[config.mk]
export PLATFORM = sky130hd
export DESIGN_NAME = udp_ipv4_frame_builder
export DESIGN_NICKNAME = d
export VERILOG_FILES = /design/src/rtl/ufb_pkg.sv /design/src/rtl/ufb_front.sv /design/src/rtl/ufb_queue.sv /design/src/rtl/ufb_back.sv /design/src/rtl/udp_ipv4_frame_builder.sv
export VERILOG_INCLUDE_DIRS = /design/src /design/src/rtl
export SDC_FILE = /design/constraint.sdc
export NUM_CORES = 1
export LEC_CHECK = 0
export ABC_AREA = 1
export BUFFER_PORTS_ARGS = -buffer_cell sky130_fd_sc_hd__clkbuf_2
export CORE_MARGIN = 4
export CORE_UTILIZATION = 30
export CTS_CLUSTER_SIZE = 20
export DETAILED_ROUTE_END_ITERATION = 8
export SLEW_MARGIN = 20
export SYNTH_ARGS = -nofsm -noshare
export SYNTH_HDL_FRONTEND = slang
export SYNTH_HIERARCHICAL = 1
export SYNTH_SLANG_ARGS = --single-unit
[constraint.sdc]
create_clock -name clk -period 8.7 [get_ports clk]
set_clock_uncertainty 0.15 [all_clocks]
set_input_delay 0.87 -clock clk [delete_from_list [all_inputs] [get_ports clk]]
set_output_delay 0.87 -clock clk [all_outputs]
set_load 0.05 [all_outputs]
[src/rtl/assert_macros.svh]
// Assertion helpers shared by the RTL files.
// Each macro expects clk and arst_n in the scope where it is used.
`ifndef ASSERT_MACROS_SVH
`define ASSERT_MACROS_SVH

// Property checked at every clock edge outside reset.
`define ASSERT_CLK(lbl, prop, msg) \
	lbl: assert property (@(posedge clk) disable iff (!arst_n) (prop)) else $error(msg);

// Condition in one cycle implies a consequence in the next cycle.
`define ASSERT_NEXT(lbl, cond, cons, msg) \
	lbl: assert property (@(posedge clk) disable iff (!arst_n) (cond) |=> (cons)) \
		else $error(msg);

`endif

[src/rtl/ufb_pkg.sv]
`timescale 1ns / 1ps
package ufb_pkg;

	// Field widths
	localparam int unsigned LEN_W   = 11;
	localparam int unsigned CFG_W   = 48;
	localparam int unsigned CIDX_W  = 3;
	localparam int unsigned HIDX_W  = 6;
	localparam int unsigned SUM_W   = 20;

	// Header layout
	localparam logic [HIDX_W-1:0] HDR_BYTES = 6'd42;
	localparam logic [11:0] HDR_BYTES_12   = 12'd42;
	localparam logic [15:0] ETHERTYPE_IPV4 = 16'h0800;
	localparam logic [7:0]  IP_VER_IHL     = 8'h45;
	localparam logic [7:0]  IP_TTL         = 8'd64;
	localparam logic [7:0]  IP_PROTO_UDP   = 8'd17;
	localparam logic [15:0] IP_LEN_BASE    = 16'd28;
	localparam logic [15:0] UDP_LEN_BASE   = 16'd8;
	localparam logic [15:0] CK_FIXED       = 16'h4500 + 16'h4011;

	// Queue between front and back
	localparam int unsigned QDEPTH = 4;
	localparam int unsigned QPTR_W = $clog2(QDEPTH);
	localparam int unsigned QCNT_W = $clog2(QDEPTH + 1);

	// Configuration register indexes
	localparam logic [CIDX_W-1:0] CFG_SRC_MAC  = 3'd0;
	localparam logic [CIDX_W-1:0] CFG_DST_MAC  = 3'd1;
	localparam logic [CIDX_W-1:0] CFG_SRC_IP   = 3'd2;
	localparam logic [CIDX_W-1:0] CFG_DST_IP   = 3'd3;
	localparam logic [CIDX_W-1:0] CFG_SRC_UDP  = 3'd4;
	localparam logic [CIDX_W-1:0] CFG_DST_UDP  = 3'd5;
	localparam logic [CIDX_W-1:0] CFG_IP_IDENT = 3'd6;

	typedef struct packed {
		logic [7:0]       payload_byte;
		logic [LEN_W-1:0] payload_len;
		logic             payload_last;
	} in_item_t;

	typedef struct packed {
		logic [7:0] frame_byte;
		logic       frame_last;
		logic       too_long;
	} out_item_t;

	// Classification made by the front
	typedef enum logic [1:0] {
		K_DATA,
		K_START,
		K_ERR
	} kind_t;

	typedef struct packed {
		kind_t            kind;
		logic [7:0]       data;
		logic [LEN_W-1:0] len;
		logic             last;
	} q_entry_t;

	typedef enum logic {
		BK_PASS,
		BK_HEADER
	} back_state_t;

	typedef struct packed {
		logic [47:0] src_mac;
		logic [47:0] dst_mac;
		logic [31:0] src_ip;
		logic [31:0] dst_ip;
		logic [15:0] src_udp;
		logic [15:0] dst_udp;
		logic [15:0] ip_ident;
	} cfg_t;

	// Select one byte of the 42-byte Ethernet/IPv4/UDP header
	function automatic logic [7:0] hdr_byte(
		input logic [HIDX_W-1:0] idx,
		input cfg_t              c,
		input logic [LEN_W-1:0]  len,
		input logic [15:0]       ck
	);
		logic [15:0] ip_len;
		logic [15:0] udp_len;
		logic [7:0]  b;
		ip_len  = 16'(len) + IP_LEN_BASE;
		udp_len = 16'(len) + UDP_LEN_BASE;
		unique case (idx)
			6'd0:  b = c.dst_mac[47:40];
			6'd1:  b = c.dst_mac[39:32];
			6'd2:  b = c.dst_mac[31:24];
			6'd3:  b = c.dst_mac[23:16];
			6'd4:  b = c.dst_mac[15:8];
			6'd5:  b = c.dst_mac[7:0];
			6'd6:  b = c.src_mac[47:40];
			6'd7:  b = c.src_mac[39:32];
			6'd8:  b = c.src_mac[31:24];
			6'd9:  b = c.src_mac[23:16];
			6'd10: b = c.src_mac[15:8];
			6'd11: b = c.src_mac[7:0];
			6'd12: b = ETHERTYPE_IPV4[15:8];
			6'd13: b = ETHERTYPE_IPV4[7:0];
			6'd14: b = IP_VER_IHL;
			6'd16: b = ip_len[15:8];
			6'd17: b = ip_len[7:0];
			6'd18: b = c.ip_ident[15:8];
			6'd19: b = c.ip_ident[7:0];
			6'd22: b = IP_TTL;
			6'd23: b = IP_PROTO_UDP;
			6'd24: b = ck[15:8];
			6'd25: b = ck[7:0];
			6'd26: b = c.src_ip[31:24];
			6'd27: b = c.src_ip[23:16];
			6'd28: b = c.src_ip[15:8];
			6'd29: b = c.src_ip[7:0];
			6'd30: b = c.dst_ip[31:24];
			6'd31: b = c.dst_ip[23:16];
			6'd32: b = c.dst_ip[15:8];
			6'd33: b = c.dst_ip[7:0];
			6'd34: b = c.src_udp[15:8];
			6'd35: b = c.src_udp[7:0];
			6'd36: b = c.dst_udp[15:8];
			6'd37: b = c.dst_udp[7:0];
			6'd38: b = udp_len[15:8];
			6'd39: b = udp_len[7:0];
			default: b = 8'h00;
		endcase
		return b;
	endfunction

endpackage

[src/rtl/ufb_front.sv]
`timescale 1ns / 1ps
`include "assert_macros.svh"
module ufb_front import ufb_pkg::*; #(
	parameter int unsigned MaxFrameBytes = 1514
) (
	input  logic     clk,
	input  logic     arst_n,
	input  logic     in_valid,
	output logic     in_stall,
	input  in_item_t in_data,
	input  logic     q_full,
	output logic     q_push,
	output q_entry_t q_wdata
);

	logic in_payload_q;
	logic dropping_q;
	logic accept;
	logic reject;

	assign in_stall = q_full;
	assign accept   = in_valid && !q_full;

	// Reject an empty payload or one whose frame would be oversize
	assign reject = (in_data.payload_len == '0) ||
		((12'(in_data.payload_len) + HDR_BYTES_12) > 12'(MaxFrameBytes));

	// Classify the transaction for the back end
	always_comb begin
		q_push       = accept && !dropping_q;
		q_wdata.data = in_data.payload_byte;
		q_wdata.len  = in_data.payload_len;
		q_wdata.last = in_data.payload_last;
		if (in_payload_q) begin
			q_wdata.kind = K_DATA;
		end else if (reject) begin
			q_wdata.kind = K_ERR;
		end else begin
			q_wdata.kind = K_START;
		end
	end

	// Track frame and drop state
	always_ff @(posedge clk or negedge arst_n) begin
		if (!arst_n) begin
			in_payload_q <= 1'b0;
			dropping_q   <= 1'b0;
		end else if (accept) begin
			if (dropping_q) begin
				if (in_data.payload_last) dropping_q <= 1'b0;
			end else if (in_payload_q) begin
				if (in_data.payload_last) in_payload_q <= 1'b0;
			end else if (reject) begin
				dropping_q <= !in_data.payload_last;
			end else begin
				in_payload_q <= !in_data.payload_last;
			end
		end
	end

	`ASSERT_CLK(a_front_exclusive, !(in_payload_q && dropping_q),
		"front is both passing and dropping")
	`ASSERT_NEXT(a_front_drop_ends, accept && dropping_q && in_data.payload_last,
		!dropping_q, "drop did not end on last byte")

endmodule

[src/rtl/ufb_queue.sv]
`timescale 1ns / 1ps
`include "assert_macros.svh"
module ufb_queue import ufb_pkg::*; (
	input  logic     clk,
	input  logic     arst_n,
	input  logic     push,
	input  q_entry_t wdata,
	input  logic     pop,
	output logic     full,
	output logic     nonempty,
	output q_entry_t head
);

	q_entry_t              mem_q [QDEPTH];
	logic [QPTR_W-1:0]     wr_ptr_q;
	logic [QPTR_W-1:0]     rd_ptr_q;
	logic [QCNT_W-1:0]     count_q;

	assign full     = (count_q == QCNT_W'(QDEPTH));
	assign nonempty = (count_q != '0);
	assign head     = mem_q[rd_ptr_q];

	// Store entries
	always_ff @(posedge clk) begin
		if (push) mem_q[wr_ptr_q] <= wdata;
	end

	// Advance pointers and occupancy
	always_ff @(posedge clk or negedge arst_n) begin
		if (!arst_n) begin
			wr_ptr_q <= '0;
			rd_ptr_q <= '0;
			count_q  <= '0;
		end else begin
			if (push) wr_ptr_q <= wr_ptr_q + 1'b1;
			if (pop)  rd_ptr_q <= rd_ptr_q + 1'b1;
			if (push && !pop)      count_q <= count_q + 1'b1;
			else if (pop && !push) count_q <= count_q - 1'b1;
		end
	end

	`ASSERT_CLK(a_q_no_overflow, !(push && full), "push into full queue")
	`ASSERT_CLK(a_q_no_underflow, !(pop && !nonempty), "pop from empty queue")

endmodule

[src/rtl/ufb_back.sv]
`timescale 1ns / 1ps
`include "assert_macros.svh"
module ufb_back import ufb_pkg::*; (
	input  logic              clk,
	input  logic              arst_n,
	input  logic              cfg_wen,
	input  logic [CIDX_W-1:0] cfg_index,
	input  logic [CFG_W-1:0]  cfg_data,
	input  logic              q_nonempty,
	input  q_entry_t          q_head,
	output logic              q_pop,
	output logic              out_valid,
	input  logic              out_stall,
	output out_item_t         out_data
);

	cfg_t              cfg_q;
	logic [SUM_W-1:0]  cfg_sum_q;
	logic [SUM_W-1:0]  tot_q;
	logic [15:0]       ck_q;
	logic [16:0]       fold1;
	logic [15:0]       fold2;
	back_state_t       state_q;
	back_state_t       state_d;
	logic [HIDX_W-1:0] idx_q;
	logic [HIDX_W-1:0] idx_d;
	logic              can_load;
	logic              emit;
	out_item_t         emit_data;
	logic              out_valid_q;
	out_item_t         out_data_q;
	logic              start_hdr;

	// Write configuration registers
	always_ff @(posedge clk or negedge arst_n) begin
		if (!arst_n) begin
			cfg_q.src_mac  <= '0;
			cfg_q.dst_mac  <= '1;
			cfg_q.src_ip   <= '0;
			cfg_q.dst_ip   <= '0;
			cfg_q.src_udp  <= '0;
			cfg_q.dst_udp  <= '0;
			cfg_q.ip_ident <= '0;
		end else if (cfg_wen) begin
			unique case (cfg_index)
				CFG_SRC_MAC:  cfg_q.src_mac  <= cfg_data;
				CFG_DST_MAC:  cfg_q.dst_mac  <= cfg_data;
				CFG_SRC_IP:   cfg_q.src_ip   <= cfg_data[31:0];
				CFG_DST_IP:   cfg_q.dst_ip   <= cfg_data[31:0];
				CFG_SRC_UDP:  cfg_q.src_udp  <= cfg_data[15:0];
				CFG_DST_UDP:  cfg_q.dst_udp  <= cfg_data[15:0];
				CFG_IP_IDENT: cfg_q.ip_ident <= cfg_data[15:0];
				default: ;
			endcase
		end
	end

	// Keep the length-independent part of the checksum sum current
	always_ff @(posedge clk) begin
		cfg_sum_q <= SUM_W'(CK_FIXED) + SUM_W'(cfg_q.ip_ident) +
			SUM_W'(cfg_q.src_ip[31:16]) + SUM_W'(cfg_q.src_ip[15:0]) +
			SUM_W'(cfg_q.dst_ip[31:16]) + SUM_W'(cfg_q.dst_ip[15:0]);
	end

	assign can_load  = !out_valid_q || !out_stall;
	assign start_hdr = (state_q == BK_PASS) && q_nonempty && (q_head.kind == K_START);

	// Add the length on the first header byte, then fold and invert
	assign fold1 = 17'(tot_q[SUM_W-1:16]) + 17'(tot_q[15:0]);
	assign fold2 = fold1[15:0] + 16'(fold1[16]);

	always_ff @(posedge clk) begin
		if (start_hdr && can_load) begin
			tot_q <= cfg_sum_q + SUM_W'(IP_LEN_BASE) + SUM_W'(q_head.len);
		end
		ck_q <= ~fold2;
	end

	// Next state of the header sequencer
	always_comb begin
		state_d = state_q;
		idx_d   = idx_q;
		if (can_load && q_nonempty) begin
			unique case (state_q)
				BK_PASS: begin
					if (q_head.kind == K_START) begin
						state_d = BK_HEADER;
						idx_d   = HIDX_W'(1);
					end
				end
				BK_HEADER: begin
					if (idx_q == HDR_BYTES) begin
						state_d = BK_PASS;
						idx_d   = '0;
					end else begin
						idx_d = idx_q + 1'b1;
					end
				end
				default: ;
			endcase
		end
	end

	// Outputs of the header sequencer
	always_comb begin
		emit      = 1'b0;
		q_pop     = 1'b0;
		emit_data = '0;
		if (can_load && q_nonempty) begin
			emit = 1'b1;
			unique case (state_q)
				BK_PASS: begin
					unique case (q_head.kind)
						K_START: begin
							emit_data.frame_byte = hdr_byte('0, cfg_q, q_head.len, ck_q);
						end
						K_ERR: begin
							q_pop              = 1'b1;
							emit_data.too_long = 1'b1;
						end
						K_DATA: begin
							q_pop                = 1'b1;
							emit_data.frame_byte = q_head.data;
							emit_data.frame_last = q_head.last;
						end
						default: begin
							q_pop = 1'b1;
							emit  = 1'b0;
						end
					endcase
				end
				BK_HEADER: begin
					if (idx_q == HDR_BYTES) begin
						q_pop                = 1'b1;
						emit_data.frame_byte = q_head.data;
						emit_data.frame_last = q_head.last;
					end else begin
						emit_data.frame_byte = hdr_byte(idx_q, cfg_q, q_head.len, ck_q);
					end
				end
				default: emit = 1'b0;
			endcase
		end
	end

	// Sequencer state
	always_ff @(posedge clk or negedge arst_n) begin
		if (!arst_n) begin
			state_q <= BK_PASS;
			idx_q   <= '0;
		end else begin
			state_q <= state_d;
			idx_q   <= idx_d;
		end
	end

	// Output register: load when empty or drained, hold while stalled
	always_ff @(posedge clk or negedge arst_n) begin
		if (!arst_n) begin
			out_valid_q <= 1'b0;
		end else if (can_load) begin
			out_valid_q <= emit;
		end
	end

	always_ff @(posedge clk) begin
		if (can_load) out_data_q <= emit_data;
	end

	assign out_valid = out_valid_q;
	assign out_data  = out_data_q;

	`ASSERT_CLK(a_back_hdr_head, (state_q != BK_HEADER) ||
		(q_nonempty && (q_head.kind == K_START)), "header without start entry")
	`ASSERT_CLK(a_back_idx_range, (idx_q <= HDR_BYTES), "header index out of range")

endmodule

[src/rtl/udp_ipv4_frame_builder.sv]
`timescale 1ns / 1ps
// Channel  Handshake             Payload
// in       in_valid / in_stall   in_data   (payload_byte, payload_len, payload_last)
// out      out_valid / out_stall out_data  (frame_byte, frame_last, too_long)
// cfg      cfg_wen               cfg_index, cfg_data
//
// A following payload byte passes the queue and output register, one per cycle while
// not stalled. A first byte gives 43 results from the back-end header sequencer.
// A 4-entry queue between front and back takes input during the header burst.
// A rejected payload gives a single error result; its dropped bytes give none.
// Reset is asynchronous and needs no clearing pass.
module udp_ipv4_frame_builder import ufb_pkg::*; #(
	parameter int unsigned MAX_FRAME_BYTES = 1514
) (
	input  logic              clk,
	input  logic              arst_n,
	input  logic              cfg_wen,
	input  logic [CIDX_W-1:0] cfg_index,
	input  logic [CFG_W-1:0]  cfg_data,
	input  logic              in_valid,
	output logic              in_stall,
	input  in_item_t          in_data,
	output logic              out_valid,
	input  logic              out_stall,
	output out_item_t         out_data
);

	logic     q_full;
	logic     q_push;
	logic     q_pop;
	logic     q_nonempty;
	q_entry_t q_wdata;
	q_entry_t q_head;

	ufb_front #(
		.MaxFrameBytes(MAX_FRAME_BYTES)
	) u_front (
		.clk     (clk),
		.arst_n  (arst_n),
		.in_valid(in_valid),
		.in_stall(in_stall),
		.in_data (in_data),
		.q_full  (q_full),
		.q_push  (q_push),
		.q_wdata (q_wdata)
	);

	ufb_queue u_queue (
		.clk     (clk),
		.arst_n  (arst_n),
		.push    (q_push),
		.wdata   (q_wdata),
		.pop     (q_pop),
		.full    (q_full),
		.nonempty(q_nonempty),
		.head    (q_head)
	);

	ufb_back u_back (
		.clk       (clk),
		.arst_n    (arst_n),
		.cfg_wen   (cfg_wen),
		.cfg_index (cfg_index),
		.cfg_data  (cfg_data),
		.q_nonempty(q_nonempty),
		.q_head    (q_head),
		.q_pop     (q_pop),
		.out_valid (out_valid),
		.out_stall (out_stall),
		.out_data  (out_data)
	);

endmodule

* Word level (Yosys, flattened, before mapping)
Memory sizes are Yosys's and may differ from the RTL's.
Cells that the tools add are included.
** Word-level totals
- Register bits after elaboration :: 291
- Memory bits (writable) :: 88
- Input port bits :: 76
- Output and inout port bits :: 12
- Logic and storage cells :: 156
- Memories kept :: 1
** Operators by class
- $add $sub $neg :: 17
- $lt $le $gt $ge :: 1
- Equal/unequal tests :: 46
- Multiplexer cells :: 32
- Bitwise logic cells :: 4
- Reduce and logical (&&, ||, !) cells :: 34
** Memory list
- u_queue.mem_q :: depth 4, width 22, read ports 1, clocked after Yosys merged registers in 0, write ports 1, line ufb_queue.sv:14 : q_entry_t mem_q [QDEPTH];
** Operators with widths (count)
- $pmux W8 S36 :: 1
- $eq A6 B5 Y1 const B :: 14
- $add A20 B16 Y20 :: 4
- $eq A6 B6 Y1 const B :: 9
- $eq A6 B4 Y1 const B :: 6
- $eq A6 B3 Y1 const B :: 4
- $add A20 B11 Y20 :: 1
- $add A20 B5 Y20 const B :: 1
- $mux W1 :: 19
- $pmux W9 S2 :: 1
- $reduce_and A2 Y1 :: 9
- $add A16 B16 Y17 const A :: 1
- $add A4 B16 Y17 :: 1
- $add A16 B1 Y16 :: 1
- $not A16 Y16 :: 1
- $pmux W8 S2 :: 1
- $add A11 B4 Y12 const B :: 1
- $add A11 B5 Y12 const B :: 1
- $add A11 B6 Y12 const B :: 1
- $eq A3 B3 Y1 const B :: 4
- $eq A6 B2 Y1 const B :: 2
- $gt A12 B11 Y1 const B :: 1
- $mux W6 :: 2
- $pmux W6 S2 :: 1
- other kinds (26) :: 47

* Logic depth before layout (Yosys ltp)
Gate-level depths: netlist (run 1).
- Depth in word-level cells :: 8
- Gate-level depth with buffers :: 22
- Mapped depth without buffers :: 22

* By module
Netlist (run 1), hierarchy kept.
** By module, submodules not included
- ufb_back :: instances 1, cells an instance 2095, area each 16335.7 µm², sequential area each 7066.8 µm²
- ufb_queue :: instances 1, cells an instance 305, area each 4045.1 µm², sequential area each 2817.7 µm²
- ufb_front :: instances 1, cells an instance 95, area each 568.0 µm², sequential area each 50.0 µm²

* Least setup slack after synthesis (run 1)
No wires, ideal clock.
- Path kind :: reg2reg
- From :: register u_back/cfg_q[49] (netlist name)
- To :: register u_back.cfg_sum_q[17]
- Setup time :: 72 ps
- Arrival time :: 3430 ps
- Data required time :: 8478 ps
- Slack :: 5048 ps
- Stages on the path, launching flop included :: 13
- Path buffers :: 0
- Clock period less this slack :: 3652 ps
- Path through :: dfrtp_1 -> fa_1 -> fa_1 -> inv_1 -> fa_1 -> inv_1 -> ha_1 -> inv_1 -> fa_1 -> o21ai_0 -> a31oi_1 -> o21ai_0 -> xor2_1
** Between the ends
- Longest elaborated chain between the ends :: 1
** RTL lines
- start, declared :: line ufb_back.sv:17 : cfg_t cfg_q;
- $add A20 B16 Y20 :: line ufb_back.sv:62 : SUM_W'(cfg_q.dst_ip[31:16]) + SUM_W'(cfg_q.dst_ip[15:0]);
- end signal, assigned :: line ufb_back.sv:60 : cfg_sum_q <= SUM_W'(CK_FIXED) + SUM_W'(cfg_q.ip_ident) +
- end, declared :: line ufb_back.sv:18 : logic [SUM_W-1:0] cfg_sum_q;
No other way between the ends.
A chain may end at the register's enable or synchronous reset.

* Worst setup path in the final report (run 1)
- From :: register u_back/cfg_q[49] (netlist name)
- To :: register u_back.cfg_sum_q[11]
The elaborated chain is that of the path after synthesis.

==> flow_summary.yaml, run 1 <==
synthesis:
  synthMuxAreaShare: 0
  yosys-top-cells-count: "nand2_1 (732), inv_1 (358), o21ai_0 (261)"
  synth_top_area_cell: "dfrtp_1"
  synth.ff_latch_count: 378
  avgSynthCellArea_sq_um: 8.40
  synth_compound_area_frac: 0.109
  synth_most_common_cell: "nand2_1"
  yosys.area_share.adder: 0.0870
  synth-async-reset-ratio: 0.595
  synth_top_cell_area_share: 0.211
  yosysUniqueCellTypes: 49
  netlist_top_cells_area: "dfrtp_1 (21%), edfxtp_1 (17%), nand2_1 (13%), inv_1 (6.4%), o21ai_0 (6.2%)"
  syn_area_sq_mm: 0.0209
  synthSimpleGateAreaFrac: 0.214
  synth_edf_count: 118
  synth_xor_area_frac: 0.0258
  synth_flop_cell: "dfrtp_1"
  yosysSeqAreaShare: 0.474
  synth.net_count: 2686
  synth_top_family_by_area: "simple AND/OR/NAND/NOR gates"
  synthesis.instances: 2495
  synth_warnings: 6
sta:
  slew_violations: 0
  hold-worst-slack_ns: 0.190
  tightest_slew_ns: 1.11
  min_period_ns: 4.11
  relSlewSlack: 0.261
  tns_ns: 0
  setup_viol: 0
  min_period_over_period: 0.473
  fmax_mhz: 243
  hold_violations: 0
  rsz0062_at_grt: "false"
routing:
  wirelength_mm: 64.3
  routed_via_density: 4.77
  drt_iter0_markers: 1517
  drt.antenna.violating_nets: 0
  post-route-drc-count: 0
  num_vias: 16700
  drt_pass1_iterations: 6
  wl_per_cell_um: 18.3
grt:
  first_global_vias: 15900
  grt_pass1_wl_mm: 96.8
  grt_max_degree: 97
  grt.overflow.total: 0
  grt_antenna_before_repair: 4
  grt_use_total: 0.170
die:
  pin_count: 88
  dieHeight_um: 272
  initial_core_util: 0.304
  placementRows: 96
  dieArea_sq_mm: 0.0741
  fp.coreArea_sq_mm: 0.0689
  die_w_um: 272
clock_network:
  clock_sinks: 378
  tritoncts: "yes"
  cts-root-buf: "clkbuf_16"
  cts_made_buffers: 43
  clock_latency_ns: 0.59
  clock_path_buffers: 3
  cts_max_level: 2
  cts_hold_buf: 0
  clkTransAtPathRegs_ns: 0.06
  cts_resized: 0
  post-cts-setup-buffers: 0
critical_path:
  start_kind: "flop"
  crit_family: "adder cells"
  path_common_cell: "fa_1"
  arrival_ns: 4.46
  crit_path_cell_trace: "fa_1 -> fa_1 -> inv_1 -> fa_1 -> inv_1 -> ha_1 -> inv_1 -> fa_1 -> o21ai_0 -> a31oi_1 -> o21ai_0 -> xor2_1"
  rrSetupSlack_ns: 4.59
  crit_cells: 12
  critical_path.max_fanout: 4
  cp_slowest_cell: "o21ai_0"
  r2r_cells: 12
  worstPathRequired_ns: 9.05
  path_class: "reg2reg"
  reg2reg_from: "u_back/cfg_q[49]"
  crit_start: "u_back/cfg_q[49]"
  endpoint: "u_back/cfg_sum_q[11]"
  max_stage_delay_ns: 0.55
  critPathBufInv: 3
  cp-end-kind: "flop"
  r2r_end: "u_back/cfg_sum_q[11]"
layout:
  diodes: 0
  drive_above_1_share: 0.108
  seqCellArea_sq_mm: 0.00994
  multiInputGateArea_sq_mm: 0.00914
  fin_nets: 2740
  fill_cells: 7223
  syn_to_final_growth_pct: 12.8
placement:
  gp_congestion: 0.933
  dpl.hpwl_mm: 47.4
  numPortBuffers: 87
pwr:
  p_leak_nw: 11.2
  p_per_area_mw_per_mm2: 356
  ir_worst_vdd_v: 0.000227
  total_power_w: 0.00841
flow_run:
  maxCapViolCount: 0
worst_hold_path:
  hold_class: "in2async"
outcome:
  status: "finished clean"
-- logic make-up after synthesis --
group                      after synthesis
adders and majority gates              115
and+or+nand+nor                       1090
buffers and inverters                  454
xor gates and xnor gates                60
DFF                                    378
AOI/OAI and AO/OA                      398
-- routing by layer --
metal  GRT usage  vias up  routed length [um]
met5           0        -                   0
li1            -     8086                   -
met4      0.0663        0                2510
met2       0.267      608               29000
met1       0.233     7921               27900
met3      0.0316      132                4860
-- worst reg2reg max path: cells and delay by family (launching register included) --
family / cells / cell delay [ns]
adders and majority gates: 5 / 2.04
DFF: 1 / 0.41
AOI/OAI and AO/OA: 3 / 1.09
xor gates and xnor gates: 1 / 0.17
buffers and inverters: 3 / 0.17
-- state kept, by name (all words and copies together) (netlist names) --
signal	count
u_queue/count_q	3
u_front/dropping_q	1
u_back/idx_q	6
u_back/cfg_sum_q	19
u_back/out_valid	1
u_back/ck_q	16
u_front/in_payload_q	1
u_queue/rd_ptr_q	2
u_queue/wr_ptr_q	2
u_back/out_data	10
u_back/tot_q	20
u_back/cfg_q	208
u_queue/mem_q	88
u_back/state_q	1
-- placed cells by master, fill, tap and decap left out, types with 64 or more instances in the layout --
| cell | n |
|---|---|
| nor2_1 | 166 |
| ha_1 | 64 |
| o21ai_0 | 261 |
| dfrtp_1 | 176 |
| edfxtp_1 | 118 |
| inv_1 | 358 |
| nand3_1 | 88 |
| clkbuf_2 | 86 |
| nand2_1 | 728 |
-- final cells by class --
class / instances / share of cell area
flip-flops and latches: 378 / 0.420
multi-input cells: 1663 / 0.387
inverters: 365 / 0.0580
clock buffers: 55 / 0.0496
well taps: 931 / 0.0493
repair buffers: 98 / 0.0223
clock inverters: 24 / 0.0137
-- worst min path at each step --
stage	from	endpoint	slack [ns]	depth (start not counted)
detailed placement	u_back/cfg_q[41]	u_back/cfg_q[41]	0.32	2
finish	arst_n	u_back/cfg_q[109]	0.19	1
floorplan	u_queue/count_q[2]	u_queue/count_q[2]	0.29	2
CTS	arst_n	u_back/cfg_q[63]	0.20	1
global placement	u_queue/count_q[2]	u_queue/count_q[2]	0.31	2
global route	arst_n	u_back/cfg_q[77]	0.22	1
-- stage by stage --
stage / instances / cell area (sq um) / utilization / setup WS (ns)
global route: 3514 / 23600 / 0.343 / 4.43
CTS: 3514 / 23600 / 0.343 / 4.67
finish: 3514 / 23600 / 0.343 / 4.59
global placement: 3435 / 22100 / 0.321 / 4.78
floorplan: 2495 / 20900 / - / 5.05
detailed placement: 3435 / 22100 / 0.321 / 4.69
-- power by group --
part           leakage, nW  total [W]  switching [W]  internal [W]
Sequential            4.09    0.00262       0.000263       0.00236
Combinational         6.36    0.00388        0.00255       0.00133
Clock                0.723    0.00191       0.000769       0.00114
Total                 11.2    0.00841        0.00358       0.00483
Power figures use the tool's default switching activity.
==> run 2: changes to the inputs <==
==> constraint.sdc (replaced) <==
create_clock -name clk -period 3.45 [get_ports clk]
set_clock_uncertainty 0.15 [all_clocks]
set_input_delay 0.345 -clock clk [delete_from_list [all_inputs] [get_ports clk]]
set_output_delay 0.345 -clock clk [all_outputs]
set_load 0.05 [all_outputs]
==> run 2 against run 1 <==
Compared with the run above:
- the run now ends with negative hold slack, negative setup slack left
- worst hold slack lost 0.19 ns
- first-iteration DRC count up 14%
- cell count rose by 5.4%
- final area rose by 8.6%
- core utilization increased by 2.9 points
- critical path type unchanged
- highest routed layer is now met5
==> flow_summary.yaml, run 2 (same netlist as run 1, synthesis figures left out) <==
placement:
  gp_congestion: 0.951
  numPortBuffers: 87
  dp_cells: 3560
  placed_area_sq_mm: 0.0231
  dpl.hpwl_mm: 49.7
critical_path:
  critical_path.max_fanout: 3
  path_common_cell: "fa_1"
  r2r_end: "u_back/cfg_sum_q[15]"
  cp_slowest_cell: "fa_1"
  arrival_ns: 3.84
  reg2reg_from: "u_back/cfg_q[65]"
  max_stage_delay_ns: 0.49
  start_kind: "flop"
  path_class: "reg2reg"
  crit_path_cell_trace: "fa_1 -> fa_1 -> inv_1 -> fa_1 -> inv_1 -> ha_2 -> inv_2 -> fa_2 -> o21ai_4 -> nand4_1 -> nand2_2 -> a31oi_2 -> xnor2_1"
  rrSetupSlack_ns: -0.09
  cp-end-kind: "flop"
  r2r_cells: 13
  worstPathRequired_ns: 3.75
die:
  dieArea_sq_mm: 0.0741
  dieHeight_um: 272
  placementRows: 96
  initial_core_util: 0.304
  die_w_um: 272
  fp.coreArea_sq_mm: 0.0689
  pin_count: 88
layout:
  finalNonFillerCells: 3703
  syn_to_final_growth_pct: 22.5
  multiInputGateArea_sq_mm: 0.00955
  largest_reg_flops: 208
  fill_cells: 7088
  drive_above_1_share: 0.185
  seqCellArea_sq_mm: 0.00994
  top_register: "u_back/cfg_q"
  fin_nets: 2928
  most-common-layout-cells: "nand2_1 (710), inv_1 (339), o21ai_0 (249)"
  reg.largest.list: "u_back/cfg_q (208), u_queue/mem_q (88), u_back/tot_q (20)"
  mostFrequentLayoutCell: "nand2_1"
  fin_util: 0.372
  design_area_sq_mm: 0.0257
worst_hold_path:
  hp-start: "cfg_data[24]"
  hold_class: "in2reg"
  min_to: "u_back/cfg_q[104]"
  hold_depth: 3
routing:
  routed_via_density: 4.76
  wirelength_mm: 66.6
  drt_iter0_markers: 1736
  wl_per_cell_um: 18.0
  num_vias: 17600
  post-route-drc-count: 0
  drt_pass1_iterations: 6
  drt.antenna.violating_nets: 0
pwr:
  swShare: 0.412
  p_switching_w: 0.0103
  p_per_area_mw_per_mm2: 971
  pwr-share-seq: 0.266
  p_int_w: 0.0147
  ir_worst_vdd_v: 0.000780
  clockPowerShare: 0.196
  p_leak_nw: 12.1
  total_power_w: 0.0249
  combPwrFrac: 0.539
grt:
  grt_antenna_before_repair: 5
  grt_pass1_wl_mm: 101
  first_global_vias: 16800
  grt_max_degree: 93
  grt.overflow.total: 0
  grt_use_total: 0.177
sta:
  tns_ns: -0.422
  min_period_over_period: 1.03
  min_period_ns: 3.54
  layout_setup_ws_ns: -0.0906
  setup_viol: 8
  fmax_mhz: 282
  relSlewSlack: 0.406
  slew_violations: 0
  tightest_slew_ns: 0.888
  rsz0062_at_grt: "true"
  hold-worst-slack_ns: -0.00189
  hold_violations: 1
clock_network:
  cts_max_level: 2
  clock_latency_ns: 0.59
  clock_sinks: 378
  cts_made_buffers: 42
  cts-root-buf: "clkbuf_16"
  clock_path_buffers: 3
  tritoncts: "yes"
  clkTransAtPathRegs_ns: 0.06
outcome:
  violations: "negative hold slack, negative setup slack"
  status: "complete, but fails checks"
flow_run:
  maxCapViolCount: 0
-- run 2: cell types whose count changed in the layout (fill, tap and decap cells not counted), moves of 7 or more --
cell | before | now
a21oi_1 | 51 | 43
buf_4 | 11 | 148
dlygate4sd3_1 | 0 | 44
ha_1 | 64 | 47
ha_4 | 0 | 11
inv_1 | 358 | 339
inv_2 | 6 | 25
nand2_1 | 728 | 710
nand2_2 | 12 | 27
nor2_1 | 166 | 157
o21ai_0 | 261 | 249
o21ai_1 | 4 | 11
-- run 2: how the worst max path moves through the flow --
| stage | cells past startpoint | slack, ns | end | startpoint |
|---|---|---|---|---|
| finish | 13 | -0.09 | u_back/cfg_sum_q[15] | u_back/cfg_q[65] |
| global route | 13 | -0.26 | u_back/cfg_sum_q[15] | u_back/cfg_q[65] |
| CTS | 19 | -0.07 | u_back/cfg_sum_q[16] | u_back/cfg_q[85] |
| detailed placement | 12 | -0.23 | u_back/cfg_sum_q[17] | u_back/cfg_q[49] |
| global placement | 17 | -0.18 | u_back/cfg_sum_q[16] | u_back/cfg_q[55] |
| floorplan | 12 | -0.03 | u_back/cfg_sum_q[17] | u_back/cfg_q[49] |
-- run 2: through the flow --
| stage | hold slack (ns) | setup WS, ns |
|---|---|---|
| finish | -0.00189 | -0.0906 |
| global route | 0.0146 | -0.256 |
| CTS | 0.00592 | -0.0657 |
| detailed placement | 0.275 | -0.230 |
| global placement | 0.278 | -0.180 |
| floorplan | -0.101 | -0.0258 |
-- run 2: power groups by stage --
stage | clock network [W] | registers [W] | logic, W
after global placement | 0 | 0.00670 | 0.0112
after global routing | 0.00518 | 0.00672 | 0.0148
final | 0.00488 | 0.00662 | 0.0134
after CTS | 0.00497 | 0.00665 | 0.0124
after floorplan | 0 | 0.00663 | 0.00734
after detailed placement | 0 | 0.00671 | 0.0113
-- run 2: worst max-delay path: cells and delay by family (launching register included) --
kind	cells	cell delay, ns
AOI/OAI and AO/OA	2	0.31
xor gates and xnor gates	1	0.13
adders and majority gates	5	2.00
buffers and inverters	3	0.17
DFF	1	0.40
and+or+nand+nor	2	0.25
-- run 2: what timing repair did --
action                                 in CTS  in global routing
cloned                                      0                  0
endpoints found under the hold margin     208                  0
setup endpoints to repair                  13                 26
pin swaps                                  27                 40
gates resized for setup                    42                 68
setup buffers                              10                 11
hold buffers                               44                  0
-- run 2: cell type report --
class	count	area share
inverter	365	0.0534
antenna	1	0.0000975
clock inverter	18	0.0114
multi-input combinational	1663	0.372
sequential	378	0.387
tap	931	0.0454
clock buffer	60	0.0479
timing repair buffer	287	0.0823
-- run 2: metal layers --
layer / wire [um] / global-route usage / vias up
met5: 31 / 0 / -
met4: 2600 / 0.0647 / 4
met3: 5460 / 0.0413 / 146
met2: 30100 / 0.279 / 639
met1: 28400 / 0.238 / 8353
li1: - / - / 8468
==> run 3: changes to the inputs <==
--- a/config.mk
+++ b/config.mk
@@ -12,6 +12,8 @@
 export CORE_UTILIZATION = 30
 export CTS_CLUSTER_SIZE = 20
 export DETAILED_ROUTE_END_ITERATION = 8
+export PLACE_DENSITY_LB_ADDON = 0.1
+export REMOVE_ABC_BUFFERS = 1
 export SLEW_MARGIN = 20
 export SYNTH_ARGS = -nofsm -noshare
 export SYNTH_HDL_FRONTEND = slang
==> run 3 against run 2 <==
Compared with the run above:
- register-to-register slack about the same
- via count decreased by 0.40%
- highest routed layer is now met4
- critical path type unchanged
- global-route usage grew 2.1 points
- largest cell class unchanged
- the flow finishes with violations (negative setup slack)
- routed wire length is 11% higher
- first-iteration DRC count is 14% lower
- count of clock-buffer cells in the layout down 1
- power grew 6.9%
- sequential cell count stayed put
- core utilization up 0.78 points
==> flow_summary.yaml, run 3 (same netlist as run 1, synthesis figures left out) <==
worst_hold_path:
  min_to: "u_back/cfg_q[101]"
  hold_class: "in2reg"
  hp-start: "cfg_data[21]"
  hold_depth: 3
die:
  dieArea_sq_mm: 0.0741
  pin_count: 88
  dieHeight_um: 272
  placementRows: 96
  die_w_um: 272
  fp.coreArea_sq_mm: 0.0689
  initial_core_util: 0.304
clock_network:
  tritoncts: "yes"
  cts_max_level: 2
  clock_latency_ns: 0.60
  clock_sinks: 378
  clkTransAtPathRegs_ns: 0.06
  clock_path_buffers: 3
  cts-root-buf: "clkbuf_16"
  cts_made_buffers: 46
placement:
  numPortBuffers: 87
  gp_congestion: 0.907
  dp_slack_ns: -0.257
  dpl.hpwl_mm: 55.5
  dp_cells: 3602
  placed_area_sq_mm: 0.0235
critical_path:
  reg2reg_from: "u_back/cfg_q[53]"
  worstPathRequired_ns: 3.76
  arrival_ns: 3.86
  r2r_end: "u_back/cfg_sum_q[16]"
  critical_path.max_fanout: 2
  cp-end-kind: "flop"
  start_kind: "flop"
  rrSetupSlack_ns: -0.1
  path_class: "reg2reg"
  r2r_cells: 19
flow_run:
  maxCapViolCount: 0
layout:
  fin_nets: 2983
  fill_cells: 7179
  drive_above_1_share: 0.205
  design_area_sq_mm: 0.0262
  top_register: "u_back/cfg_q"
  syn_to_final_growth_pct: 25.1
  finalNonFillerCells: 3760
  reg.largest.list: "u_back/cfg_q (208), u_queue/mem_q (88), u_back/tot_q (20)"
  diodes: 0
  largest_reg_flops: 208
  mostFrequentLayoutCell: "nand2_1"
  most-common-layout-cells: "nand2_1 (709), inv_1 (333), o21ai_0 (250)"
  seqCellArea_sq_mm: 0.00994
  multiInputGateArea_sq_mm: 0.00958
routing:
  wl_per_cell_um: 19.6
  drt_pass1_iterations: 5
  num_vias: 17500
  drt.antenna.violating_nets: 0
  wirelength_mm: 73.8
  post-route-drc-count: 0
  drt_iter0_markers: 1500
  routed_via_density: 4.66
outcome:
  status: "complete, but fails checks"
  violations: "negative setup slack"
grt:
  grt.overflow.total: 0
  grt_pass1_wl_mm: 111
  first_global_vias: 17500
  grt_max_degree: 97
  grt_antenna_before_repair: 2
  grt_use_total: 0.198
pwr:
  p_per_area_mw_per_mm2: 1020
  p_leak_nw: 12.4
  ir_worst_vdd_v: 0.000835
sta:
  min_period_ns: 3.55
  tns_ns: -0.619
  hold-worst-slack_ns: 0.0472
  hold_violations: 0
  fmax_mhz: 282
  layout_setup_ws_ns: -0.0977
  relSlewSlack: 0.315
  setup_viol: 12
  tightest_slew_ns: 1.03
  rsz0062_at_grt: "true"
  slew_violations: 0
  min_period_over_period: 1.03
[run 3: cell types whose count changed in the layout (fill, tap and decap cells not counted), sizes merged]
cell / before / now
inv: 366 / 365
diode: 1 / 0
buf: 157 / 201
dlygate4sd3: 44 / 50
clkinvlp: 2 / 3
clkinv: 9 / 17
[run 3: how the worst max path moves through the flow]
stage	from	to	slack (ns)	depth (start not counted)
5_1_grt	u_back/cfg_q[87]	u_back/cfg_sum_q[16]	-0.25	18
4_1_cts	u_back/cfg_q[73]	u_back/cfg_sum_q[16]	-0.13	17
6_report	u_back/cfg_q[53]	u_back/cfg_sum_q[16]	-0.1	19
3_3_place_gp	u_back/cfg_q[57]	u_back/cfg_sum_q[16]	-0.27	17
2_1_floorplan	u_queue/rd_ptr_q[0]	u_back/tot_q[11]	-1.0	14
3_5_place_dp	u_back/cfg_q[57]	u_back/cfg_sum_q[16]	-0.26	17
[run 3: stage by stage]
step | utilization | total power [W]
2_1_floorplan | - | 0.0135
3_3_place_gp | 0.340 | 0.0187
3_5_place_dp | 0.340 | 0.0187
4_1_cts | 0.374 | 0.0252
5_1_grt | 0.380 | 0.0287
6_report | 0.380 | 0.0266
[run 3: power by group]
group | internal [W] | leakage [nW] | switching, W
logic | 0.00671 | 7.57 | 0.00831
clock network | 0.00303 | 0.766 | 0.00200
registers | 0.00594 | 4.09 | 0.000650
total | 0.0157 | 12.4 | 0.0110
[run 3: timing repair]
| item | 4_1_cts | 5_1_grt |
|---|---|---|
| hold buffers | 50 | 0 |
| resized for setup | 60 | 80 |
| endpoints found under the setup margin | 13 | 32 |
| pin swaps | 45 | 38 |
| setup buffers | 7 | 17 |
| endpoints found under the hold margin | 220 | 0 |
[run 3: layout make-up]
cell class                 count  area share
clock buffer                  59      0.0481
clock inverter                26      0.0118
inverter                     365      0.0523
multi-input combinational   1663       0.366
sequential                   378       0.379
tap                          931      0.0445
timing repair buffer         338      0.0982
[run 3: layer usage]
metal / part of all wire / routed length [um] / vias to the layer above / track usage
met5: 0 / 0 / - / 0
met4: 0.019 / 1440 / 0 / 0.0419
met3: 0.050 / 3690 / 78 / 0.0284
met2: 0.46 / 34300 / 420 / 0.322
met1: 0.47 / 34400 / 8476 / 0.281
li1: - / - / 8565 / -
[run 3: critical path, cell delays in order (launching register included)]
cell	delay [ns]
dfrtp_1	0.37
inv_2	0.05
fa_1	0.53
inv_1	0.06
fa_1	0.51
inv_2	0.05
fa_1	0.58
inv_2	0.06
ha_4	0.22
nand2_2	0.06
nand2_2	0.06
nand3_2	0.07
nand2_2	0.05
a21oi_2	0.16
nand2_2	0.08
nand2_2	0.07
nand2_2	0.05
nand3_2	0.06
nand2_2	0.05
xor2_1	0.14
